==> src/hw/rtl/hnf_pkg.sv <==
`default_nettype none

package hnf_pkg;

	localparam int VALUE_W = 20;
	localparam int COUNT_W = 16;
	localparam int CONV_W = 5;
	localparam int ACC_DIGITS = 3;

	typedef struct packed {
		logic [VALUE_W-1:0] value;
		logic last;
	} in_item_t;

	typedef struct packed {
		logic [VALUE_W-1:0] value_out;
		logic is_leader;
		logic [COUNT_W-1:0] leader_count;
		logic last_out;
	} out_item_t;

	typedef enum logic [2:0] {
		ST_IDLE,
		ST_CONV,
		ST_CHECK,
		ST_SUM,
		ST_LOAD,
		ST_DONE
	} state_t;

	typedef enum logic [2:0] {
		CELL_HOLD,
		CELL_CLEAR,
		CELL_DABBLE,
		CELL_SHIFT,
		CELL_LOAD
	} cell_op_t;

	typedef struct packed {
		cell_op_t op;
	} cell_ctl_t;

	typedef struct packed {
		logic clear;
		logic add;
	} acc_ctl_t;

	function automatic logic [63:0] pow10(input int n);
		logic [63:0] r;
		r = 64'd1;
		for (int i = 0; i < n; i++) begin
			r = r * 64'd10;
		end
		return r;
	endfunction

	// square of one decimal digit, as two BCD digits
	function automatic logic [7:0] sq_bcd(input logic [3:0] d);
		logic [7:0] r;
		case (d)
			4'd0: r = 8'h00;
			4'd1: r = 8'h01;
			4'd2: r = 8'h04;
			4'd3: r = 8'h09;
			4'd4: r = 8'h16;
			4'd5: r = 8'h25;
			4'd6: r = 8'h36;
			4'd7: r = 8'h49;
			4'd8: r = 8'h64;
			4'd9: r = 8'h81;
			default: r = 8'h00;
		endcase
		return r;
	endfunction

endpackage

`default_nettype wire

==> src/hw/rtl/hnf_cell.sv <==
`default_nettype none

module hnf_cell import hnf_pkg::*; (
	input  logic      clk,
	input  cell_ctl_t ctl,
	input  logic [3:0] load_digit,
	input  logic [3:0] shift_in,
	input  logic      dabble_in,
	output logic      dabble_out,
	output logic [3:0] digit
);

	logic [3:0] digit_q;
	logic [3:0] adj;

	assign adj = (digit_q >= 4'd5) ? digit_q + 4'd3 : digit_q;
	assign dabble_out = adj[3];
	assign digit = digit_q;

	always_ff @(posedge clk) begin
		case (ctl.op)
			CELL_CLEAR:  digit_q <= 4'd0;
			CELL_DABBLE: digit_q <= {adj[2:0], dabble_in};
			CELL_SHIFT:  digit_q <= shift_in;
			CELL_LOAD:   digit_q <= load_digit;
			default:     digit_q <= digit_q;
		endcase
	end

endmodule

`default_nettype wire

==> src/hw/rtl/hnf_acc.sv <==
`default_nettype none

module hnf_acc import hnf_pkg::*; (
	input  logic                  clk,
	input  acc_ctl_t              ctl,
	input  logic [3:0]            digit,
	output logic [4*ACC_DIGITS-1:0] bcd
);

	logic [4*ACC_DIGITS-1:0] acc_q;
	logic [4*ACC_DIGITS-1:0] sum;

	always_comb begin
		logic [4*ACC_DIGITS-1:0] sq;
		logic [3:0] addend;
		logic [4:0] s;
		logic carry;
		sq = {{(4*ACC_DIGITS-8){1'b0}}, sq_bcd(digit)};
		carry = 1'b0;
		sum = '0;
		for (int i = 0; i < ACC_DIGITS; i++) begin
			addend = sq[i*4 +: 4];
			s = {1'b0, acc_q[i*4 +: 4]} + {1'b0, addend} + {4'd0, carry};
			if (s > 5'd9) begin
				s = s + 5'd6;
				carry = 1'b1;
			end else begin
				carry = 1'b0;
			end
			sum[i*4 +: 4] = s[3:0];
		end
	end

	always_ff @(posedge clk) begin
		if (ctl.clear) begin
			acc_q <= '0;
		end else if (ctl.add) begin
			acc_q <= sum;
		end
	end

	assign bcd = acc_q;

endmodule

`default_nettype wire

==> src/hw/rtl/happy_number_filter.sv <==
`default_nettype none

// Happy number filter. Each transaction on src carries one value; one result per value
// comes out on dst in order, with the value, a leader flag (nonzero happy number) and a
// running leader count that saturates at 65535 and restarts after a transaction marked
// last. One value is worked on at a time. The value is converted to decimal in a row of
// digit cells (one input bit per cycle), then each digit-square-sum step shifts the digits
// out of the row into a BCD accumulator and loads the sum back for the 1/4 test. At most
// MAX_STEPS steps are made, and a value that has not reached 1 or 4 by then is not
// flagged; zero and values of 10^DIGITS or more skip the conversion, are not flagged and
// go straight to the result. A finished result waits in the output register while the
// next value is accepted.
module happy_number_filter import hnf_pkg::*; #(
	parameter int DIGITS = 6,
	parameter int MAX_STEPS = 16
) (
	input  logic      clk,
	input  logic      arst_n,
	input  logic      src_valid,
	output logic      src_stall,
	input  in_item_t  src_data,
	output logic      dst_valid,
	input  logic      dst_stall,
	output out_item_t dst_data
);

	localparam int CELLS = (DIGITS < ACC_DIGITS) ? ACC_DIGITS : DIGITS;
	localparam int SCW = $clog2(CELLS);
	localparam int STEP_W = $clog2(MAX_STEPS + 1);
	localparam logic [63:0] LIMIT = pow10(DIGITS);

	state_t state_q, state_d;
	cell_ctl_t cell_ctl;
	acc_ctl_t acc_ctl;
	logic write_out;
	logic accept;

	logic [VALUE_W-1:0] bin_q;
	logic [VALUE_W-1:0] val_q;
	logic last_q;
	logic lead_q;
	logic [CONV_W-1:0] conv_cnt_q;
	logic [SCW-1:0] sum_cnt_q;
	logic [STEP_W-1:0] step_q;
	logic [COUNT_W-1:0] cnt_q;
	logic [COUNT_W-1:0] cnt_next;
	out_item_t out_q;
	logic out_valid_q;

	logic [3:0] dig [CELLS];
	logic dab [CELLS];
	logic [4*ACC_DIGITS-1:0] acc_bcd;
	logic upper_zero, is_one, is_four, skip;

	for (genvar i = 0; i < CELLS; i++) begin : g_cell
		logic [3:0] ld;
		logic [3:0] sh;
		logic din;
		if (i < ACC_DIGITS) begin : g_ld
			assign ld = acc_bcd[i*4 +: 4];
		end else begin : g_ld0
			assign ld = 4'd0;
		end
		if (i == CELLS - 1) begin : g_top
			assign sh = 4'd0;
		end else begin : g_mid
			assign sh = dig[i+1];
		end
		if (i == 0) begin : g_lsd
			assign din = bin_q[VALUE_W-1];
		end else begin : g_up
			assign din = dab[i-1];
		end
		hnf_cell u_cell (
			.clk        (clk),
			.ctl        (cell_ctl),
			.load_digit (ld),
			.shift_in   (sh),
			.dabble_in  (din),
			.dabble_out (dab[i]),
			.digit      (dig[i])
		);
	end

	hnf_acc u_acc (
		.clk   (clk),
		.ctl   (acc_ctl),
		.digit (dig[0]),
		.bcd   (acc_bcd)
	);

	always_comb begin
		upper_zero = 1'b1;
		for (int i = 1; i < CELLS; i++) begin
			if (dig[i] != 4'd0) begin
				upper_zero = 1'b0;
			end
		end
	end

	assign is_one = upper_zero && (dig[0] == 4'd1);
	assign is_four = upper_zero && (dig[0] == 4'd4);
	assign skip = (src_data.value == '0) ||
		({{(64-VALUE_W){1'b0}}, src_data.value} >= LIMIT);
	assign accept = src_valid && !src_stall;
	assign src_stall = (state_q != ST_IDLE);

	always_comb begin
		state_d = state_q;
		cell_ctl.op = CELL_HOLD;
		acc_ctl = '0;
		write_out = 1'b0;
		case (state_q)
			ST_IDLE: begin
				if (src_valid) begin
					cell_ctl.op = CELL_CLEAR;
					state_d = skip ? ST_DONE : ST_CONV;
				end
			end
			ST_CONV: begin
				cell_ctl.op = CELL_DABBLE;
				if (conv_cnt_q == CONV_W'(VALUE_W - 1)) begin
					state_d = ST_CHECK;
				end
			end
			ST_CHECK: begin
				if (is_one || is_four || step_q == STEP_W'(MAX_STEPS)) begin
					state_d = ST_DONE;
				end else begin
					acc_ctl.clear = 1'b1;
					state_d = ST_SUM;
				end
			end
			ST_SUM: begin
				cell_ctl.op = CELL_SHIFT;
				acc_ctl.add = 1'b1;
				if (sum_cnt_q == SCW'(CELLS - 1)) begin
					state_d = ST_LOAD;
				end
			end
			ST_LOAD: begin
				cell_ctl.op = CELL_LOAD;
				state_d = ST_CHECK;
			end
			ST_DONE: begin
				if (!out_valid_q || !dst_stall) begin
					write_out = 1'b1;
					state_d = ST_IDLE;
				end
			end
			default: state_d = ST_IDLE;
		endcase
	end

	always_ff @(posedge clk or negedge arst_n) begin
		if (!arst_n) begin
			state_q <= ST_IDLE;
		end else begin
			state_q <= state_d;
		end
	end

	always_ff @(posedge clk) begin
		if (accept) begin
			bin_q <= src_data.value;
			val_q <= src_data.value;
			last_q <= src_data.last;
			lead_q <= 1'b0;
			conv_cnt_q <= '0;
			step_q <= '0;
		end
		if (state_q == ST_CONV) begin
			bin_q <= {bin_q[VALUE_W-2:0], 1'b0};
			conv_cnt_q <= conv_cnt_q + 1'b1;
		end
		if (state_q == ST_CHECK) begin
			lead_q <= is_one;
			sum_cnt_q <= '0;
			step_q <= step_q + 1'b1;
		end
		if (state_q == ST_SUM) begin
			sum_cnt_q <= sum_cnt_q + 1'b1;
		end
		if (write_out) begin
			out_q.value_out <= val_q;
			out_q.is_leader <= lead_q;
			out_q.leader_count <= cnt_next;
			out_q.last_out <= last_q;
		end
	end

	assign cnt_next = (lead_q && cnt_q != '1) ? cnt_q + 1'b1 : cnt_q;

	always_ff @(posedge clk or negedge arst_n) begin
		if (!arst_n) begin
			cnt_q <= '0;
			out_valid_q <= 1'b0;
		end else begin
			if (write_out) begin
				cnt_q <= last_q ? '0 : cnt_next;
				out_valid_q <= 1'b1;
			end else if (!dst_stall) begin
				out_valid_q <= 1'b0;
			end
		end
	end

	assign dst_valid = out_valid_q;
	assign dst_data = out_q;

endmodule

`default_nettype wire

==> config.mk <==
export PLATFORM = sky130hd
export DESIGN_NAME = happy_number_filter
export DESIGN_NICKNAME = d
export VERILOG_FILES = /design/src/hw/rtl/hnf_pkg.sv /design/src/hw/rtl/hnf_cell.sv /design/src/hw/rtl/hnf_acc.sv /design/src/hw/rtl/happy_number_filter.sv
export SDC_FILE = /design/constraint.sdc
export NUM_CORES = 1
export LEC_CHECK = 0
export BUFFER_PORTS_ARGS = -buffer_cell sky130_fd_sc_hd__buf_2
export CAP_MARGIN = 0
export CORE_AREA = 4 4 115 117
export DETAILED_ROUTE_END_ITERATION = 8
export DIE_AREA = 0 0 119 121
export HOLD_SLACK_MARGIN = 0.15
export PLACE_DENSITY = 0.92
export SLEW_MARGIN = 20
export SYNTH_ARGS = -nofsm -noshare
export SYNTH_HDL_FRONTEND = slang
export SYNTH_SLANG_ARGS = --single-unit
==> constraint.sdc <==
create_clock -name clk -period 8.1 [get_ports clk]
set_input_delay 2.025 -clock clk [delete_from_list [all_inputs] [get_ports clk]]
set_output_delay 2.025 -clock clk [all_outputs]
set_load 0.02 [all_outputs]
### After elaboration in Yosys (flattened, before gate mapping)

Memory sizes are Yosys's and may differ from the RTL's. A register that Yosys moved wholly into a read port is not among the register bits.
Cells that the tools add are included.

| operators by class | value |
|---|---|
| equality and inequality tests | 20 |
| bitwise logic cells | 0 |
| reduce and logical (&&, ||, !) cells | 28 |
| magnitude comparators | 10 |
| div/mod/pow operators | 0 |
| add/sub/neg operators | 17 |
| multiply operators | 0 |
| muxes and demuxes | 50 |
| shift-type cells | 0 |

Operators by type and width:

| kind | number |
|---|---|
| $pmux W4 S4 | 3 |
| $mux W20 | 2 |
| $mux W4 | 9 |
| $mux W16 | 2 |
| $mux W3 | 9 |
| $ge A4 B3 Y1 const B | 6 |
| $pmux W4 S3 | 2 |
| $reduce_bool A4 Y1 | 6 |
| $add A4 B2 Y4 const B | 5 |
| $ge A20 B20 Y1 const B | 1 |
| $logic_not A20 Y1 | 1 |
| $pmux W3 S6 | 1 |
| $mux W1 | 17 |
| $add A16 B1 Y16 const B | 1 |
| $ne A16 B16 Y1 const B | 1 |
| $gt A5 B4 Y1 const B | 3 |
| $mux W5 | 3 |
| $add A4 B3 Y4 const B | 3 |
| $eq A3 B2 Y1 const B | 4 |
| $eq A3 B3 Y1 const B | 4 |
| $pmux W3 S4 | 1 |
| $add A4 B4 Y5 | 2 |
| $add A5 B1 Y5 const B | 2 |
| $eq A5 B5 Y1 const B | 2 |
| other kinds (19) | 35 |

| storage, ports and cells | value |
|---|---|
| memory bits (read-only) | 128 |
| flip-flop bits (word level) | 149 |
| logic and storage cells | 148 |
| memory bits (writable) | 0 |
| latch bits | 0 |
| memories kept | 1 |

Memories:

| memory | words | bits a word | read ports | clocked after Yosys merged registers in | wr ports | RTL line | RTL |
|---|---|---|---|---|---|---|---|
| (no name shown) | 16 | 8 | 1 | 1 | 0 | hnf_pkg.sv:60 | `case (d)` |

### Logic depth before layout (Yosys ltp)

Gate-level depths: netlist (run 1).

| logic depth | value |
|---|---|
| depth in word-level cells | 11 |
| mapped depth | 28 |
| mapped depth without buffers | 27 |

### Modules after synthesis

Synthesis (run 1) repeated with hierarchy kept, for this count alone.

| second synthesis, totals | value |
|---|---|
| cell total of the unflattened synthesis | 704 |
| area total of the unflattened synthesis | 8,047.7 µm² |

By module, submodules not included:

| module | area each (µm²) | cells an instance | instances |
|---|---|---|---|
| happy_number_filter | 4,890.9 | 366 | 1 |
| hnf_cell | 327.8 | 32 | 6 |
| hnf_acc | 1,189.9 | 146 | 1 |

### Least setup slack after synthesis (run 1)

OpenSTA, ideal clock, no wires.

| path | value |
|---|---|
| path type | reg-to-reg |
| start point | register u_acc.acc_q[0] (netlist: u_acc.bcd[0]) |
| end point | register u_acc.acc_q[10] (netlist: u_acc.bcd[10]) |
| arrival time | 5.391 ns |
| path slack | 2.639 ns |
| stages on the path, launching flop included | 27 |
| library setup time | 0.070 ns |
| data required time | 8.030 ns |
| cell sequence | dfxtp_1 -> ha_1 -> inv_1 -> fa_1 -> xor2_1 -> ha_1 -> a32oi_1 -> a21oi_1 -> fa_1 -> inv_1 -> fa_1 -> xnor2_1 -> ha_1 -> inv_1 -> o21ai_0 -> nand4_1 -> nand2_1 -> ha_1 -> ha_1 -> xnor2_1 -> ha_1 -> clkbuf_1 -> or4_1 -> a21boi_1 -> nor2_1 -> or3_1 -> a21oi_1 |

| between the ends | value |
|---|---|
| word-level cells in the longest chain between the ends | 9 |
| elaborated cells on any way between the ends | 10 |

RTL lines:

| element | RTL line | RTL |
|---|---|---|
| start, declared | hnf_acc.sv:10 | `logic [4*ACC_DIGITS-1:0] acc_q;` |
| start signal, assigned | hnf_acc.sv:38 | `acc_q <= sum;` |
| $add A4 B4 Y5 * | hnf_acc.sv:23 | `s = {1'b0, acc_q[i*4 +: 4]} + {1'b0, addend} + {4'd0, carry};` |
| $gt A5 B4 Y1 * | hnf_acc.sv:24 | `if (s > 5'd9) begin` |
| $mux W1 * | hnf_acc.sv:24 |  |
| $add A5 B1 Y5 * | hnf_acc.sv:23 |  |
| $gt A5 B4 Y1 * | hnf_acc.sv:24 |  |
| $mux W1 * | hnf_acc.sv:24 |  |
| $add A4 B1 Y5 * | hnf_acc.sv:23 |  |
| $add A4 B3 Y4 or $gt A5 B4 Y1 (tied branches) | hnf_acc.sv:25, hnf_acc.sv:24 |  |
| $mux W4 * | hnf_acc.sv:24 |  |

Mark *: on every way between the ends. The rest lies on a longest branch, timed or not.
A chain may end at the register's enable or synchronous reset.

### Worst setup path in the final report (run 1)

Same ends and word-level chain as after synthesis.

==> results of run 1 <==
-- how the worst max path moves through the flow --
stage / from / end / slack (ns)
floorplan: u_acc.bcd[0] / u_acc.bcd[10] / 2.64
global placement: u_acc.bcd[0] / u_acc.bcd[10] / 2.49
detailed placement: u_acc.bcd[0] / u_acc.bcd[10] / 1.97
CTS: u_acc.bcd[0] / u_acc.bcd[10] / 1.82
global route: u_acc.bcd[0] / u_acc.bcd[10] / 1.20
finish: u_acc.bcd[0] / u_acc.bcd[10] / 1.68
-- per-layer routing --
metal	global-route usage, %	vias up	share of wire [%]
li1	-	2668	-
met5	0	-	0
met3	5.17	90	6.9
met4	12.5	0	3.9
met1	30.7	2856	38
met2	42.5	331	51
-- stage by stage --
step                      total power, uW  hold WS, ns
final                                3670        0.420
after floorplan                      2420        0.400
after CTS                            3640        0.419
after global placement               2660        0.402
after global routing                 3890        0.424
after detailed placement             2790        0.405
-- layout make-up --
cell class | count | area share (%)
Timing Repair Buffer | 67 | 3.89
Clock inverter | 12 | 1.82
Sequential cell | 156 | 49.8
Clock buffer | 20 | 4.96
Tap cell | 172 | 2.44
Multi-Input combinational cell | 474 | 35.5
Inverter | 37 | 1.58
-- cell usage after synthesis, types with 4 or more instances --
master / number / area share (%)
nand2b_1: 14 / 1.1
xnor2_1: 25 / 2.8
a211oi_1: 5 / 0.48
mux2i_1: 4 / 0.51
clkbuf_1: 20 / 0.97
nor2b_1: 4 / 0.32
o31ai_1: 10 / 0.97
dfrtp_1: 20 / 6.4
nand3_1: 21 / 1.4
a21oi_1: 45 / 2.9
o22ai_1: 6 / 0.48
a31oi_1: 10 / 0.80
o21ai_0: 57 / 3.7
nand4_1: 5 / 0.40
buf_2: 6 / 0.39
a22o_1: 24 / 2.7
nand2_1: 54 / 2.6
inv_1: 37 / 1.8
nor3b_1: 10 / 0.97
nor2_1: 53 / 2.6
xor2_1: 10 / 1.1
nor4_1: 5 / 0.40
nor3_1: 8 / 0.51
ha_1: 39 / 6.3
and3_1: 10 / 0.80
edfxtp_1: 116 / 45
dfxtp_1: 20 / 5.1
a21o_1: 4 / 0.39
-- kinds of logic (layout without fill, tap and decap cells) --
kind of cell / Yosys count / in the layout / share of synthesized area (%)
buf+inv: 67 / 136 / 3.44
mux: 7 / 7 / 0.949
xor+xnor: 35 / 35 / 3.94
flops: 156 / 156 / 56.4
simple gates: 205 / 205 / 13.4
fa+ha+maj: 42 / 42 / 7.05
compound gates: 185 / 185 / 14.8
-- worst register-to-register path, stage by stage, from the launching register on --
cell	delay, ns
dfxtp_1	0.37
ha_1	0.19
inv_1	0.06
fa_1	0.41
xor2_1	0.44
ha_1	0.28
a32oi_1	0.11
a21oi_1	0.34
fa_1	0.27
inv_1	0.06
fa_1	0.39
xnor2_1	0.38
ha_1	0.21
inv_1	0.03
o21ai_0	0.18
nand4_1	0.17
nand2_1	0.15
ha_1	0.24
ha_1	0.33
xnor2_1	0.11
ha_1	0.30
or4_1	0.52
a21boi_1	0.24
nor2_1	0.10
or3_1	0.33
a21oi_1	0.15
-- power by group through the flow --
stage / combinational, uW / sequential (uW) / clock, uW
floorplan: 1030 / 1400 / 0
global placement: 1240 / 1420 / 0
detailed placement: 1340 / 1450 / 0
CTS: 1400 / 1440 / 810
global route: 1570 / 1470 / 850
finish: 1420 / 1440 / 811
-- flip-flops by register name, summed over array words and instances, names as in the netlist, named ones only --
signal and flops:
sum_cnt_q 3, dst_data 38, state_q 3, conv_cnt_q 5, cnt_q 16, g_cell.u_cell.digit 24, bin_q 20, last_q 1
step_q 5, dst_valid 1, val_q 20, lead_q 1, u_acc.bcd 12
==> flow_metrics.py, run 1 <==
metrics = {
    "floorplan": {
        "num_rows": 41,
        "die_w_um": 119,
        "core-area_mm2": 0.0124,
        "start_util_pct": 62.9,
        "dieArea_mm2": 0.0144,
        "chipHeight_um": 121,
        "boundaryPins": 65,
    },
    "sta": {
        "min_period_ns": 6.42,
        "fmax_ghz": 0.156,
        "fin_tns_setup_ns": 0,
        "slew_violations": 0,
        "finalCritPeriodShare_pct": 79.3,
        "tightest_slew_ns": 0.904,
        "max_slew_margin_pct": 39.8,
        "hold_violations": 0,
        "finClkSkew_ns": 0.00801,
        "rsz0062_at_grt": "no",
        "setup_slack_ns": 1.68,
        "setup_viol": 0,
    },
    "layout": {
        "fin_util_pct": 71.2,
        "drive_gt1_share_pct": 14.6,
        "final_common_cell": "edfxtp_1",
        "stdcell_count": 938,
        "regArea_mm2": 0.00438,
        "final.fill_count": 753,
        "multi_input_area_mm2": 0.00313,
        "fin_area_mm2": 0.00881,
        "nets": 820,
        "final_cell_mix": "116 x edfxtp_1, 64 x buf_2, 57 x o21ai_0",
        "antennaDiodeCount": 0,
        "area_growth_pct": 13.3,
    },
    "power": {
        "power_switching_uw": 1430,
        "p_seq_share_pct": 39.3,
        "p_per_area_mw_per_mm2": 417,
        "vdd_drop_max_mv": 0.222,
        "p_leak_uw": 0.00349,
        "power_frac_clock_pct": 22.1,
        "intPower_uw": 2240,
        "combPwrFrac_pct": 38.7,
        "swShare_pct": 39.0,
    },
    "flow_run": {
        "drv_cap": 0,
    },
    "setup_path": {
        "path_depth": 25,
        "crit_required_ns": 8.45,
        "crit_path_start_kind": "flop",
        "crit_type": "reg -> reg",
        "rrSetupSlack_ns": 1.68,
        "rr_endpoint": "u_acc.bcd[10]",
        "rr_worst_depth": 25,
        "arrival_ns": 6.78,
        "crit_path_frequent_cell": "ha_1",
        "end_kind": "flop",
        "slowest_stage": "or4_1",
        "critical_path_buf_inv_count": 3,
        "cp_top_family": "adder cells",
        "critPathMaxStageDelay_ns": 0.52,
        "path_max_fanout": 8,
        "r2r-start": "u_acc.bcd[0]",
    },
    "logic_synthesis": {
        "synth_warnings": 0,
        "ys_ff_latch": 156,
        "synth-edff-count": 116,
        "yosysSeqAreaShare_pct": 56.4,
        "synth_cell_type_count": 63,
        "postSynthAreaPerCell_um2": 11.2,
        "yosys_most_used_dff": "edfxtp_1",
        "async_flop_share_pct": 12.8,
        "syn_area_mm2": 0.00777,
        "synthesis.nets": 764,
        "netlist_instances": 697,
    },
    "min_path": {
        "whs_path_depth": 0,
        "worstHoldStart": "val_q[5]",
        "holdCritPathClass": "reg -> reg",
        "min_to": "dst_data[23]",
    },
    "clock_network": {
        "cts_resized": 0,
        "clock-sinks": 156,
        "clockBufferDepth": 2,
        "post_cts_buffers": 0,
        "postCtsHoldBufs": 0,
        "clk_pin_slew_ns": 0.06,
        "cts_buffers": 17,
        "cts_root_buffer": "clkbuf_16",
        "insertion_delay_ns": 0.42,
        "cts_tree": "built",
        "cts_max_level": 4,
    },
    "detailed_routing": {
        "drt-vias-per-instance": 6.34,
        "detail-route-antenna-nets": 0,
        "first_iter_violations": 891,
        "routed_wl_mm": 17.9,
        "drc": 0,
        "wl_per_cell_um": 19.1,
        "vias": 5945,
        "dr.pass1.iters": 6,
    },
    "global_route": {
        "grt_usage_pct": 25.1,
        "grt_max_degree": 46,
        "grt_pass1_wl_mm": 28.9,
        "grt_pass1_vias": 5823,
        "grt_overflow": 0,
        "grt_antenna_before_repair": 0,
    },
    "placed_design": {
        "postPlaceCellArea_mm2": 0.00821,
        "dp_hpwl_mm": 11.6,
        "place_ws_ns": 1.97,
        "dp_cells": 906,
        "routabilityCongestion": 0.859,
        "numPortBuffers": 64,
    },
    "status": {
        "status": "complete, no violations",
    },
}
(Power assumes the default switching activity.)
==> run 2: changes to the inputs <==
Settings changed: ABC_AREA set to 1, CORE_AREA 4 4 115 117 to 4 4 122 124, DIE_AREA 0 0 119 121 to 0 0 126 128, PLACE_DENSITY 0.92 to 0.87.
Clock period 8.1 ns to 6.4 ns, I/O delays scaled along.
==> flow_metrics.py, run 2 <==
metrics = {
    "clock_network": {
        "cts_resized": 0,
        "clock-sinks": 156,
        "insertion_delay_ns": 0.44,
        "clk_pin_slew_ns": 0.07,
        "cts_max_level": 4,
        "post_cts_buffers": 0,
        "clockBufferDepth": 2,
        "cts_buffers": 17,
        "cts_root_buffer": "clkbuf_16",
        "cts_tree": "built",
        "postCtsHoldBufs": 0,
    },
    "detailed_routing": {
        "routed_wl_mm": 18.1,
        "dr_wl_met2_mm": 9.17,
        "met1_length_mm": 7.19,
        "detail-route-antenna-nets": 0,
        "first_iter_violations": 712,
        "wl_per_cell_um": 15.6,
        "dr_wl_met3_mm": 1.23,
        "dr.pass1.iters": 5,
        "drc": 0,
        "highest_layer": "met4",
        "drt-vias-per-instance": 5.56,
        "vias": 6466,
    },
    "logic_synthesis": {
        "synthMostInstantiatedCell": "nand2_1",
        "yosysSeqAreaShare_pct": 53.7,
        "synth_cell_type_count": 43,
        "yosys.area.top_type": "edfxtp_1",
        "synth-edff-count": 116,
        "ys_ff_latch": 156,
        "synthesis.nets": 967,
        "yosys_most_used_dff": "edfxtp_1",
        "netlist_instances": 900,
        "synth_warnings": 0,
        "async_flop_share_pct": 12.8,
        "synth_top_area_share_pct": 42.7,
        "yosys-top-cells-count": "216 x nand2_1, 136 x inv_1, 116 x edfxtp_1",
        "synth_area_leaders": "edfxtp_1 43%, nand2_1 9.9%, inv_1 6.3%, dfrtp_1 6.1%, ha_1 6.0%",
        "syn_area_mm2": 0.00817,
        "postSynthAreaPerCell_um2": 9.07,
    },
    "power": {
        "p_leak_uw": 0.00425,
        "finalPower_uw": 5240,
        "vdd_drop_max_mv": 0.370,
        "p_per_area_mw_per_mm2": 565,
    },
    "placed_design": {
        "numPortBuffers": 64,
        "dp_hpwl_mm": 12.4,
        "routabilityCongestion": 0.882,
    },
    "layout": {
        "drive_gt1_share_pct": 13.6,
        "final.fill_count": 958,
        "fin_util_pct": 67.3,
        "nets": 1036,
        "largest_reg_flops": 38,
        "area_growth_pct": 13.5,
        "final_common_cell": "nand2_1",
        "antennaDiodeCount": 0,
        "final_cell_mix": "216 x nand2_1, 136 x inv_1, 116 x edfxtp_1",
    },
    "global_route": {
        "grt_overflow": 0,
        "grt_usage_pct": 23.1,
        "grt_pass1_wl_mm": 29.7,
        "grt_pass1_vias": 6303,
        "grt_antenna_before_repair": 0,
        "grt_max_degree": 45,
    },
    "setup_path": {
        "crit_path_frequent_cell": "nand2_1",
        "critical_path_buf_inv_count": 7,
        "crit_required_ns": 6.74,
        "path_depth": 31,
        "path_max_fanout": 5,
        "crit_type": "reg -> reg",
        "cp_top_family": "adder cells",
        "slowest_stage": "fa_1",
        "critPathMaxStageDelay_ns": 0.45,
        "crit_path_start_kind": "flop",
        "arrival_ns": 5.51,
        "rr_worst_depth": 31,
        "end_kind": "flop",
    },
    "sta": {
        "tightest_slew_ns": 0.908,
        "min_period_ns": 5.17,
        "setup_viol": 0,
        "fmax_ghz": 0.193,
        "finalCritPeriodShare_pct": 80.8,
        "finClkSkew_ns": 0.0100,
        "fin_tns_setup_ns": 0,
        "max_slew_margin_pct": 39.4,
        "slew_violations": 0,
        "hold_violations": 0,
        "rsz0062_at_grt": "no",
    },
    "floorplan": {
        "boundaryPins": 65,
        "dieArea_mm2": 0.0161,
        "start_util_pct": 59.3,
        "core-area_mm2": 0.0138,
        "chipHeight_um": 128,
        "die_w_um": 126,
        "num_rows": 43,
    },
    "min_path": {
        "holdCritPathClass": "reg -> reg",
        "whs_path_depth": 0,
    },
    "status": {
        "status": "complete, no violations",
    },
    "flow_run": {
        "drv_cap": 0,
    },
}
==> run 2: cell types whose count changed after synthesis, sizes merged, moves of 20 or more <==
| cell | previous run | this run |
|---|---|---|
| xnor2 | 25 | 2 |
| nor2 | 53 | 73 |
| a21oi | 46 | 26 |
| nand2 | 54 | 225 |
| a22o | 24 | 0 |
| nand3 | 21 | 84 |
| inv | 37 | 142 |
==> run 2: final timing paths <==
check	from	end	slack (ns)
worst max-delay path	u_acc.bcd[0]	u_acc.bcd[9]	1.23
worst min-delay path	val_q[4]	dst_data[22]	0.41
worst max register to register	u_acc.bcd[0]	u_acc.bcd[9]	1.23
worst min register to register	val_q[4]	dst_data[22]	0.41
max in group asynchronous	arst_n	dst_valid	4.92
min in group asynchronous	arst_n	cnt_q[14]	1.12
==> run 2: per-layer routing <==
| layer | up-vias | global-route usage, % |
|---|---|---|
| met5 | - | 0 |
| met4 | 0 | 10.8 |
| met3 | 47 | 5.21 |
| met2 | 290 | 39.6 |
| met1 | 3019 | 27.9 |
| li1 | 3110 | - |
==> run 2: cell type report <==
| class | instances | area [um^2] | area share, % |
|---|---|---|---|
| inverter | 143 | 537 | 5.79 |
| clock inverter | 15 | 201 | 2.17 |
| tap | 180 | 225 | 2.43 |
| timing repair buffer | 67 | 343 | 3.70 |
| clock buffer | 17 | 425 | 4.59 |
| sequential | 156 | 4380 | 47.3 |
| multi-input combinational | 584 | 3150 | 34.0 |
==> run 2: logic make-up after synthesis <==
group / synth area share [%]
fa+ha+maj: 6.71
buf+inv: 7.69
flops: 53.7
xor+xnor: 1.93
compound gates: 7.66
simple gates: 22.3
==> run 2: through the flow <==
step / hold WS, ns / cells / setup slack, ns / area [um^2]
after floorplan: 0.400 / 900 / 1.78 / 8170
after global placement: 0.401 / 1130 / 1.56 / 8640
after detailed placement: 0.405 / 1130 / 1.32 / 8640
after CTS: 0.418 / 1162 / 1.25 / 9270
after global routing: 0.423 / 1162 / 0.739 / 9270
final: 0.414 / 1162 / 1.23 / 9270
==> run 2: worst reg2reg max path: cells and delay by family (launching register included) <==
family,cells,cell delay [ns]
xor gates and xnor gates,1,0.25
adders and majority gates,8,2.27
and+or+nand+nor,12,1.33
AOI/OAI and AO/OA,3,0.41
buffers and inverters,7,0.45
DFF,1,0.36
==> run 2: report_power, final <==
part           leakage [uW]  internal, uW  switching (uW)  total (uW)
registers           0.00154          1650             266        1910
logic               0.00240           733            1530        2270
clock network      0.000302           600             463        1060
==> run 3: changes to the inputs <==
Settings changed: CORE_AREA 4 4 122 124 to 4 4 127 129, DIE_AREA 0 0 126 128 to 0 0 131 133, PLACE_DENSITY 0.87 to 0.84.
Clock period 6.4 ns to 4.3 ns, I/O delays scaled along.
==> flow_metrics.py, run 3 (synthesized netlist as in run 2, its figures left out) <==
metrics = {
    "power": {
        "power_switching_uw": 3640,
        "p_per_area_mw_per_mm2": 879,
        "swShare_pct": 42.8,
        "power_frac_clock_pct": 18.0,
        "p_seq_share_pct": 33.4,
        "combPwrFrac_pct": 48.6,
        "vdd_drop_max_mv": 0.430,
        "intPower_uw": 4870,
        "p_leak_uw": 0.00438,
    },
    "setup_path": {
        "critPathMaxStageDelay_ns": 0.49,
        "end_kind": "flop",
        "crit_required_ns": 4.67,
        "crit_path_start_kind": "flop",
        "arrival_ns": 4.77,
        "slowest_stage": "fa_2",
        "crit_type": "reg -> reg",
        "path_max_fanout": 3,
    },
    "global_route": {
        "grt_pass1_wl_mm": 27.7,
        "grt_pass1_vias": 6050,
        "grt_max_degree": 34,
        "grt_usage_pct": 19.7,
        "grt_overflow": 0,
        "grt_antenna_before_repair": 0,
    },
    "sta": {
        "rsz0062_at_grt": "yes",
        "fmax_ghz": 0.227,
        "min_period_ns": 4.40,
        "tightest_slew_ns": 0.910,
        "slew_violations": 0,
        "setup_viol": 3,
        "max_slew_margin_pct": 39.3,
        "finClkSkew_ns": 0.00936,
        "setup_slack_ns": -0.102,
        "finalCritPeriodShare_pct": 102,
        "hold_violations": 0,
        "fin_hold_ws_ns": 0.419,
    },
    "floorplan": {
        "boundaryPins": 65,
        "core-area_mm2": 0.0150,
        "num_rows": 45,
        "dieArea_mm2": 0.0174,
        "start_util_pct": 54.3,
        "die_w_um": 131,
        "chipHeight_um": 133,
    },
    "detailed_routing": {
        "vias": 6392,
        "wl_per_cell_um": 14.4,
        "drc": 0,
        "first_iter_violations": 612,
        "dr.pass1.iters": 5,
        "detail-route-antenna-nets": 0,
        "drt-vias-per-instance": 5.35,
        "routed_wl_mm": 17.2,
    },
    "clock_network": {
        "cts_root_buffer": "clkbuf_16",
        "clock-sinks": 156,
        "clockBufferDepth": 2,
        "cts_tree": "built",
        "clk_pin_slew_ns": 0.07,
        "cts_max_level": 4,
        "cts_buffers": 17,
        "insertion_delay_ns": 0.43,
    },
    "status": {
        "status": "finished, violations left",
        "failed_checks": "negative setup slack",
    },
    "placed_design": {
        "dp_hpwl_mm": 11.8,
        "numPortBuffers": 64,
        "place_ws_ns": -0.233,
        "routabilityCongestion": 0.870,
    },
    "layout": {
        "final_common_cell": "nand2_1",
        "final_cell_mix": "207 x nand2_1, 127 x inv_1, 116 x edfxtp_1",
        "antennaDiodeCount": 0,
        "nets": 1060,
        "area_growth_pct": 18.6,
        "largest_reg_flops": 38,
        "drive_gt1_share_pct": 19.9,
    },
    "min_path": {
        "holdCritPathClass": "reg -> reg",
    },
    "flow_run": {
        "drv_cap": 0,
    },
}
-- run 3: cell count changes in the layout (fill, tap and decap cells not counted), sizes merged --
cell | before | now
buf | 67 | 91
bufinv | 2 | 1
clkinv | 3 | 6
clkinvlp | 2 | 1
inv | 151 | 150
-- run 3: per-layer routing --
layer | routed length (um) | GRT usage [%] | vias to the layer above | share of wire (%)
li1 | - | - | 3152 | -
met1 | 7310 | 25.5 | 3001 | 43
met2 | 8620 | 32.4 | 190 | 50
met3 | 741 | 3.67 | 49 | 4.3
met4 | 497 | 8.29 | 0 | 2.9
met5 | 0 | 0 | - | 0
-- run 3: final timing paths --
kind	startpoint	endpoint	slack, ns	cells past startpoint
min in group asynchronous	arst_n	cnt_q[12]	0.60	1
max reg2reg	u_acc.bcd[0]	u_acc.bcd[11]	-0.10	28
min reg2reg	val_q[11]	dst_data[29]	0.42	0
max in group asynchronous	arst_n	cnt_q[0]	3.37	1
min	val_q[11]	dst_data[29]	0.42	0
max	u_acc.bcd[0]	u_acc.bcd[11]	-0.10	28
-- run 3: layout make-up --
| cell class | instances | area [um^2] |
|---|---|---|
| Sequential cell | 156 | 4390 |
| Clock buffer | 17 | 425 |
| Fill cell | 1135 | 5350 |
| Clock inverter | 15 | 194 |
| Tap cell | 188 | 235 |
| Timing Repair Buffer | 91 | 534 |
| Inverter | 143 | 539 |
| Multi-Input combinational cell | 584 | 3370 |
-- run 3: critical path, delay by kind of cell, from the launching register on --
kind            cells  cell delay (ns)
fa+ha+maj           7             1.93
buf+inv             8             0.73
compound gates      5             0.62
simple gates        7             0.51
flops               1             0.34
xor+xnor            1             0.22
-- run 3: through the flow --
step           util (%)  TNS (ns)  cells  total power [uW]  cell area, um^2
6_report           64.4    -0.230   1194              8510             9680
5_1_grt            64.4    -0.904   1194              9210             9680
4_1_cts            63.6   -0.0396   1189              8240             9560
3_5_place_dp       58.8    -0.579   1149              6460             8840
3_3_place_gp       58.8   -0.0391   1149              6290             8840
2_1_floorplan         -  -0.00220    900              5490             8270
-- run 3: power groups by stage --
| stage | combinational, uW | sequential (uW) | clock, uW |
|---|---|---|---|
| after global routing | 4680 | 2900 | 1620 |
| after CTS | 3850 | 2840 | 1550 |
| final | 4140 | 2840 | 1530 |
| after detailed placement | 3610 | 2860 | 0 |
| after global placement | 3460 | 2830 | 0 |
| after floorplan | 2680 | 2810 | 0 |
-- run 3: timing repair --
action,4_1_cts,5_1_grt
hold buffers,0,0
endpoints found under the hold margin,0,0
setup buffers,8,5
endpoints found under the setup margin,3,3
resized for setup,9,22
pin swaps,9,14
